<file path="config.mk">
export PLATFORM = sky130hd
export DESIGN_NAME = selection_sort_engine_unit
export DESIGN_NICKNAME = d
export VERILOG_FILES = /design/src/ssort_pkg.sv /design/src/ssort_ram.sv /design/src/ssort_datapath.sv /design/src/ssort_ctrl.sv /design/src/selection_sort_engine_unit.sv
export SDC_FILE = /design/constraint.sdc
export NUM_CORES = 1
export LEC_CHECK = 0
export ABC_CLOCK_PERIOD_IN_PS = 4400
export BUFFER_PORTS_ARGS = -buffer_cell sky130_fd_sc_hd__buf_2
export CAP_MARGIN = 0
export CELL_PAD_IN_SITES_DETAIL_PLACEMENT = 1
export CELL_PAD_IN_SITES_GLOBAL_PLACEMENT = 2
export CORE_MARGIN = 2
export CORE_UTILIZATION = 48
export CTS_BUF_LIST = sky130_fd_sc_hd__clkbuf_4
export DETAILED_ROUTE_END_ITERATION = 12
export PLACE_DENSITY = 0.89
export SLEW_MARGIN = 25
export SYNTH_ARGS = -nofsm -noshare
export SYNTH_HDL_FRONTEND = slang
export SYNTH_HIERARCHICAL = 1
export SYNTH_SLANG_ARGS = --single-unit
export TNS_END_PERCENT = 20
</file>
<file path="constraint.sdc">
create_clock -name clk -period 4.4 [get_ports clk]
set_input_delay 0 -clock clk [delete_from_list [all_inputs] [get_ports clk]]
set_output_delay 0 -clock clk [all_outputs]
set_load 0.01 [all_outputs]
</file>
<file path="src/ssort_pkg.sv">
package ssort_pkg;

  localparam int DEPTH = 16;
  localparam int VAL_W = 10;
  localparam int IDX_W = (DEPTH > 1) ? $clog2(DEPTH) : 1;
  localparam int CNT_W = $clog2(DEPTH + 1);

  typedef enum logic [1:0] {
    WR_IN,
    WR_POSVAL,
    WR_MIN
  } wr_src_t;

  typedef struct packed {
    logic             wr_en;
    wr_src_t          wr_src;
    logic [IDX_W-1:0] wr_addr;
    logic             rd_en;
    logic [IDX_W-1:0] rd_addr;
    logic             rd_first;
    logic             rd_emit;
    logic             emit_last;
    logic             emit_ovf;
  } cmd_t;

endpackage

</file>
<file path="src/ssort_ram.sv">
module ssort_ram #(
  parameter int WIDTH = 10,
  parameter int DEPTH = 16
) (
  input  logic                     clk,
  input  logic                     we,
  input  logic [$clog2(DEPTH)-1:0] waddr,
  input  logic [WIDTH-1:0]         wdata,
  input  logic                     re,
  input  logic [$clog2(DEPTH)-1:0] raddr,
  output logic [WIDTH-1:0]         rdata
);

  logic [WIDTH-1:0] mem_r [DEPTH];
  logic [WIDTH-1:0] rdata_r;

  always_ff @(posedge clk) begin
    if (we) begin
      mem_r[waddr] <= wdata;
    end
    if (re) begin
      rdata_r <= mem_r[raddr];
    end
  end

  assign rdata = rdata_r;

endmodule

</file>
<file path="src/ssort_datapath.sv">
module ssort_datapath
  import ssort_pkg::*;
(
  input  logic             clk,
  input  logic             rst_n,
  input  cmd_t             cmd,
  input  logic [VAL_W-1:0] in_value,
  output logic             out_strobe,
  output logic [VAL_W-1:0] out_sorted_value,
  output logic             out_last_res,
  output logic             out_overflow
);

  logic             we;
  logic [IDX_W-1:0] waddr;
  logic [VAL_W-1:0] wdata;
  logic [VAL_W-1:0] rdata;

  logic             cmp_vld_r;
  logic             cmp_first_r;
  logic [IDX_W-1:0] cmp_idx_r;
  logic             emit_vld_r;
  logic             emit_last_r;
  logic             emit_ovf_r;

  logic [VAL_W-1:0] min_r;
  logic [VAL_W-1:0] posval_r;
  logic [IDX_W-1:0] best_r;

  logic             strobe_r;
  logic [VAL_W-1:0] sorted_r;
  logic             last_r;
  logic             ovf_r;

  always_comb begin
    we    = cmd.wr_en;
    waddr = cmd.wr_addr;
    wdata = in_value;
    case (cmd.wr_src)
      WR_IN: begin
        waddr = cmd.wr_addr;
        wdata = in_value;
      end
      WR_POSVAL: begin
        waddr = best_r;
        wdata = posval_r;
      end
      WR_MIN: begin
        waddr = cmd.wr_addr;
        wdata = min_r;
      end
      default: begin
        we = 1'b0;
      end
    endcase
  end

  ssort_ram #(
    .WIDTH (VAL_W),
    .DEPTH (DEPTH)
  ) u_ram (
    .clk   (clk),
    .we    (we),
    .waddr (waddr),
    .wdata (wdata),
    .re    (cmd.rd_en),
    .raddr (cmd.rd_addr),
    .rdata (rdata)
  );

  always_ff @(posedge clk) begin
    if (!rst_n) begin
      cmp_vld_r  <= 1'b0;
      emit_vld_r <= 1'b0;
      strobe_r   <= 1'b0;
    end else begin
      cmp_vld_r  <= cmd.rd_en & ~cmd.rd_emit;
      emit_vld_r <= cmd.rd_en & cmd.rd_emit;
      strobe_r   <= emit_vld_r;
    end
    cmp_first_r <= cmd.rd_first;
    cmp_idx_r   <= cmd.rd_addr;
    emit_last_r <= cmd.emit_last;
    emit_ovf_r  <= cmd.emit_ovf;
    if (cmp_vld_r) begin
      if (cmp_first_r) begin
        min_r    <= rdata;
        posval_r <= rdata;
        best_r   <= cmp_idx_r;
      end else if (rdata < min_r) begin
        min_r  <= rdata;
        best_r <= cmp_idx_r;
      end
    end
    if (emit_vld_r) begin
      sorted_r <= rdata;
      last_r   <= emit_last_r;
      ovf_r    <= emit_ovf_r;
    end
  end

  assign out_strobe       = strobe_r;
  assign out_sorted_value = sorted_r;
  assign out_last_res     = last_r;
  assign out_overflow     = ovf_r;

endmodule

</file>
<file path="src/ssort_ctrl.sv">
module ssort_ctrl
  import ssort_pkg::*;
(
  input  logic clk,
  input  logic rst_n,
  input  logic start,
  input  logic in_last,
  output logic busy,
  output cmd_t cmd
);

  typedef enum logic [2:0] {
    ST_IDLE,
    ST_SCAN,
    ST_WAIT,
    ST_SWAP_A,
    ST_SWAP_B,
    ST_EMIT
  } state_t;

  state_t           state_r, state_nxt;
  logic [CNT_W-1:0] count_r, count_nxt;
  logic [CNT_W-1:0] pos_r, pos_nxt;
  logic [CNT_W-1:0] scan_r, scan_nxt;
  logic             ovf_r, ovf_nxt;

  logic             has_room;
  logic [CNT_W-1:0] count_inc;
  logic [CNT_W:0]   pos_plus2;
  logic [CNT_W-1:0] count_m1;

  assign has_room  = (count_r < CNT_W'(DEPTH));
  assign count_inc = count_r + CNT_W'(1);
  assign pos_plus2 = {1'b0, pos_r} + (CNT_W + 1)'(2);
  assign count_m1  = count_r - CNT_W'(1);

  always_comb begin
    state_nxt = state_r;
    count_nxt = count_r;
    pos_nxt   = pos_r;
    scan_nxt  = scan_r;
    ovf_nxt   = ovf_r;

    cmd           = '0;
    cmd.wr_src    = WR_IN;
    cmd.rd_addr   = scan_r[IDX_W-1:0];
    cmd.wr_addr   = pos_r[IDX_W-1:0];
    cmd.emit_ovf  = ovf_r;
    cmd.emit_last = (scan_r == count_m1);

    unique case (state_r)
      ST_IDLE: begin
        cmd.wr_addr = count_r[IDX_W-1:0];
        if (start) begin
          if (has_room) begin
            cmd.wr_en = 1'b1;
            count_nxt = count_inc;
          end else begin
            ovf_nxt = 1'b1;
          end
          if (in_last) begin
            pos_nxt  = '0;
            scan_nxt = '0;
            if (has_room ? (count_inc > CNT_W'(1)) : (count_r > CNT_W'(1))) begin
              state_nxt = ST_SCAN;
            end else begin
              state_nxt = ST_EMIT;
            end
          end
        end
      end
      ST_SCAN: begin
        cmd.rd_en    = 1'b1;
        cmd.rd_first = (scan_r == pos_r);
        if (scan_r == count_m1) begin
          state_nxt = ST_WAIT;
        end else begin
          scan_nxt = scan_r + CNT_W'(1);
        end
      end
      ST_WAIT: begin
        state_nxt = ST_SWAP_A;
      end
      ST_SWAP_A: begin
        cmd.wr_en  = 1'b1;
        cmd.wr_src = WR_POSVAL;
        state_nxt  = ST_SWAP_B;
      end
      ST_SWAP_B: begin
        cmd.wr_en  = 1'b1;
        cmd.wr_src = WR_MIN;
        pos_nxt    = pos_r + CNT_W'(1);
        if (pos_plus2 < {1'b0, count_r}) begin
          scan_nxt  = pos_r + CNT_W'(1);
          state_nxt = ST_SCAN;
        end else begin
          scan_nxt  = '0;
          state_nxt = ST_EMIT;
        end
      end
      ST_EMIT: begin
        cmd.rd_en   = 1'b1;
        cmd.rd_emit = 1'b1;
        if (scan_r == count_m1) begin
          count_nxt = '0;
          ovf_nxt   = 1'b0;
          state_nxt = ST_IDLE;
        end else begin
          scan_nxt = scan_r + CNT_W'(1);
        end
      end
      default: begin
        state_nxt = ST_IDLE;
      end
    endcase
  end

  always_ff @(posedge clk) begin
    if (!rst_n) begin
      state_r <= ST_IDLE;
      count_r <= '0;
      ovf_r   <= 1'b0;
      pos_r   <= '0;
      scan_r  <= '0;
    end else begin
      state_r <= state_nxt;
      count_r <= count_nxt;
      ovf_r   <= ovf_nxt;
      pos_r   <= pos_nxt;
      scan_r  <= scan_nxt;
    end
  end

  assign busy = (state_r != ST_IDLE);

endmodule

</file>
<file path="src/selection_sort_engine_unit.sv">
// Channel   Ports                                              Handshake
// input     in_value, in_last                                  start high, busy low
// result    out_sorted_value, out_last_res, out_overflow       out_strobe, one cycle
//
// Loading writes each accepted word into the store. Closing a set of n words starts
// the sort: each pass p scans n-p entries through the single read port of the store,
// one per cycle, then uses ST_WAIT for compare drain and ST_SWAP_A/ST_SWAP_B for the
// two-write swap. Emission reads one entry per cycle; the first result appears after
// the store's read register and the output register. Reset clears the controller
// and the result strobe; the receiver cannot stall, so results are never held back.
module selection_sort_engine_unit
  import ssort_pkg::*;
(
  input  logic             clk,
  input  logic             rst_n,
  input  logic             start,
  output logic             busy,
  input  logic [VAL_W-1:0] in_value,
  input  logic             in_last,
  output logic             out_strobe,
  output logic [VAL_W-1:0] out_sorted_value,
  output logic             out_last_res,
  output logic             out_overflow
);

  cmd_t cmd;

  ssort_ctrl u_ctrl (
    .clk     (clk),
    .rst_n   (rst_n),
    .start   (start),
    .in_last (in_last),
    .busy    (busy),
    .cmd     (cmd)
  );

  ssort_datapath u_datapath (
    .clk              (clk),
    .rst_n            (rst_n),
    .cmd              (cmd),
    .in_value         (in_value),
    .out_strobe       (out_strobe),
    .out_sorted_value (out_sorted_value),
    .out_last_res     (out_last_res),
    .out_overflow     (out_overflow)
  );

endmodule
</file>
==> impl_metrics.json <==
{
  "tritoncts.num_buffers": 58,
  "drt_wl_total_um": 23600,
  "cellLeakagePower_nw": 3.848,
  "synthFlopType": "edfxtp_1",
  "maxCapViolCount": 0,
  "nets": 741,
  "yosys_warn_count": 6,
  "detail_route.wl_per_cell_um": 23.28,
  "setup.worst_path.end_class": "flop",
  "cellPowerDensity_mw_per_mm2": 419.3,
  "drtIter0Drc": 553,
  "io_buffers": 27,
  "post-cts-setup-buffer-count": 0,
  "power.share.combinational_pct": 8.8,
  "timing.setup.critical_path_class": "flop to flop",
  "r2r-end": "u_datapath/u_ram/mem_r[2][1]",
  "p_int_w": 0.003524,
  "detailroute.via_count": 5806,
  "core_region_area_mm2": 0.02023,
  "sequentialPowerShare_pct": 54.6,
  "synth-seq-cells": 235,
  "critical_path.cell_chain": "nor2_1, nand2_1, inv_1, inv_1, ha_1, mux2_2, or3b_1, nor2_1",
  "netlist.top_cell.by_area": "edfxtp_1",
  "cts.path.max_buffers": 3,
  "synth.lib_cells_used.distinct": 54,
  "floorplan.die_area_mm2": 0.02183,
  "global_route.overflow_total": 0,
  "number_of_hold_violations_in_the_final_report": 0,
  "post-route-drc-count": 0,
  "initial_cell_density_of_the_core_pct": 49.02,
  "number_of_global_route_vias_before_repair": 6256,
  "floorplan.die.height_um": 147.8,
  "final_layout_size_suffix_gt1_share_pct": 23.28,
  "cp_data_arrival_time_ps": 4050,
  "grt_first_pass_wirelength_um": 36380,
  "clock-root-buffer": "clkbuf_4",
  "min_period_ps": 3758,
  "vdd_drop_max_mv": 0.3280,
  "largest_family_of_logic_cells_by_synthesized_area": "multiplexers",
  "hold_start": "rst_n",
  "timing_max_transition_violations_final": 0,
  "synth_nets": 655,
  "period_share_pct": 85.41,
  "final_util_pct": 55.20,
  "yosys.cell_count.top_type": "edfxtp_1",
  "clk_pin_slew_worst_paths_ps": 70,
  "min_to": "u_datapath/cmp_vld_r",
  "synth-compound-area-share_pct": 7.694,
  "setup_viol_count_final": 0,
  "timing.critical_path.slowest_stage_cell": "nor2_1",
  "synthXorXnorAreaFrac_pct": 1.678,
  "crit_required_ps": 4690,
  "die_width_um": 147.8,
  "ioPinCount": 28,
  "yosys.area_share.adder_pct": 2.775,
  "tritoncts": "built",
  "worst-r2r-setup-slack_ps": 640,
  "worst_clock_skew_ps": 59.01,
  "drt_first_pass_iters": 5,
  "synth.top_cell.area_share_pct": 62.36,
  "grt_util_all_layers_pct": 22.33,
  "placementRows": 52,
  "final_tns_setup_ps": 0,
  "synth-edff-count": 206,
  "regToRegStartpoint": "u_ctrl/state_r[0]",
  "swShare_pct": 24.76,
  "max_stage_delay_ps": 730,
  "gp_congestion": 0.8372,
  "grt_antenna_before_repair": 1,
  "area_growth_syn_to_layout_pct": 12.60,
  "switching_power_w": 0.001160,
  "detailed_place_hpwl_um": 15480,
  "synth.cell_area_mm2": 0.009920,
  "rsz0062_at_grt": "false",
  "postSynthCellCount": 619,
  "outcome": "finished clean",
  "numClockSinks": 235,
  "final_power_w": 0.004684,
  "grt_max_degree": 47,
  "postSynth.asyncResetShare_pct": 0,
  "route.detailed.vias_per_inst": 5.726,
  "setup.worst_path.start_class": "flop",
  "relSlewSlack_pct": 38.16,
  "detail-route-antenna-nets": 0,
  "synthTopCellsByCount": "edfxtp_1 (206), nand2_1 (36), a22oi_1 (30), dfxtp_1 (29), mux4_2 (28)",
  "clock_latency_ps": 690,
  "synth_simple_gate_area_share_pct": 6.130,
  "max_clock_freq_mhz": 266.1,
  "reg2regPathDepth": 8,
  "worst_hold_path_type": "primary input to flop",
  "yosys-mux-area-fraction_pct": 10.33,
  "clock_h_tree_levels": 2,
  "clock_power_share_pct": 36.6,
  "crit_path_max_fanout": 14,
  "main_area_contributors_after_synthesis": "edfxtp_1 (62%), mux4_2 (6.4%), dfxtp_1 (5.9%)",
  "synth_sequential_area_ratio_pct": 68.21,
  "worst_hold_path.num_cells": 4,
  "syn-mean-instance-area_um2": 16.03,
  "worst_max_slew_pin_slew_ps": 924.2
}
==> cell usage in the layout, fill, tap and decap left out, types with 19 or more instances in the layout <==
master / Yosys / final
mux4_2: 28 / 28
a22oi_1: 30 / 30
a21oi_1: 22 / 22
ha_1: 22 / 22
edfxtp_1: 206 / 206
nand2_1: 36 / 36
clkbuf_4: 0 / 75
buf_2: 5 / 27
dfxtp_1: 29 / 27
nor2_1: 25 / 25
buf_4: 8 / 19
o21ai_0: 22 / 22
inv_1: 26 / 26
==> stage by stage <==
stage          setup slack [ps]  cells  hold WS (ps)  instance area (um^2)
2_1_floorplan              1287    619         121.7                  9920
3_3_place_gp              999.3    901         349.1                 10330
3_5_place_dp              678.7    901         341.4                 10330
4_1_cts                   619.3   1013         187.4                 11170
5_1_grt                   420.6   1014         193.1                 11170
6_report                  642.1   1014         231.2                 11170
==> kinds of logic after synthesis <==
| kind of cell | Yosys count |
|---|---|
| adder cells (fa/ha/maj) | 22 |
| AND/OR/NAND/NOR | 123 |
| XOR/XNOR | 19 |
| buffers and inverters | 62 |
| flip-flops | 235 |
| multiplexers | 47 |
| AO/OA/AOI/OAI | 111 |
==> flip-flops by register name, summed over array words and instances (netlist names), 3 cells and up <==
signal	count
u_ctrl/pos_r	5
u_datapath/best_r	4
u_datapath/cmp_idx_r	4
u_datapath/out_sorted_value	10
u_ctrl/state_r	3
u_datapath/u_ram/rdata	10
u_ctrl/scan_r	5
u_datapath/posval_r	10
u_ctrl/count_r	5
u_datapath/u_ram/mem_r	160
u_datapath/min_r	10
==> worst max path at each step <==
stage | slack (ps) | end | cells past startpoint | startpoint
after global routing | 420 | u_datapath/u_ram/mem_r[2][1] | 8 | u_ctrl/state_r[0]
after CTS | 620 | u_datapath/u_ram/mem_r[2][1] | 8 | u_ctrl/state_r[0]
final | 640 | u_datapath/u_ram/mem_r[2][1] | 8 | u_ctrl/state_r[0]
after detailed placement | 680 | u_datapath/u_ram/mem_r[2][9] | 8 | u_ctrl/state_r[0]
after floorplan | 1290 | u_datapath/u_ram/mem_r[0][0] | 8 | u_ctrl/state_r[1]
after global placement | 1000 | u_datapath/u_ram/mem_r[2][3] | 8 | u_ctrl/state_r[0]
==> metal layers <==
layer	GRT usage (%)	part of all wire (%)	vias to the layer above
met5	0	0	-
met4	7.837	2.5	0
met3	4.660	5.4	36
met2	37.07	49	181
met1	29.50	43	2961
li1	-	-	2628
==> power groups by stage <==
stage	registers [W]	clock network (W)	logic (W)
3_5_place_dp	0.00261	0	0.000395
2_1_floorplan	0.00258	0	0.000275
5_1_grt	0.00256	0.00186	0.000447
3_3_place_gp	0.00260	0	0.000373
6_report	0.00256	0.00171	0.000411
4_1_cts	0.00256	0.00176	0.000409
==> worst max-delay path: cells and delay by family (launching register included) <==
family	cells	cell delay (ps)
muxes	1	460
adders and majority gates	1	510
buffers and inverters	2	290
DFF	1	520
and+or+nand+nor	4	1590
==> timing repair <==
item | CTS | global route
hold buffers | 14 | 0
resized for setup | 0 | 0
hold endpoints to repair | 178 | 0
==> layout make-up <==
cell class	instances	area, um^2
sequential	235	6771
fill	1946	9065
tap	270	337.8
inverter	28	105.1
clock buffer	75	563.0
clock inverter	23	128.9
timing repair buffer	60	417.9
antenna	1	2.502
multi-input combinational	322	2843
Note: power is estimated with default switching activity, not from simulation.
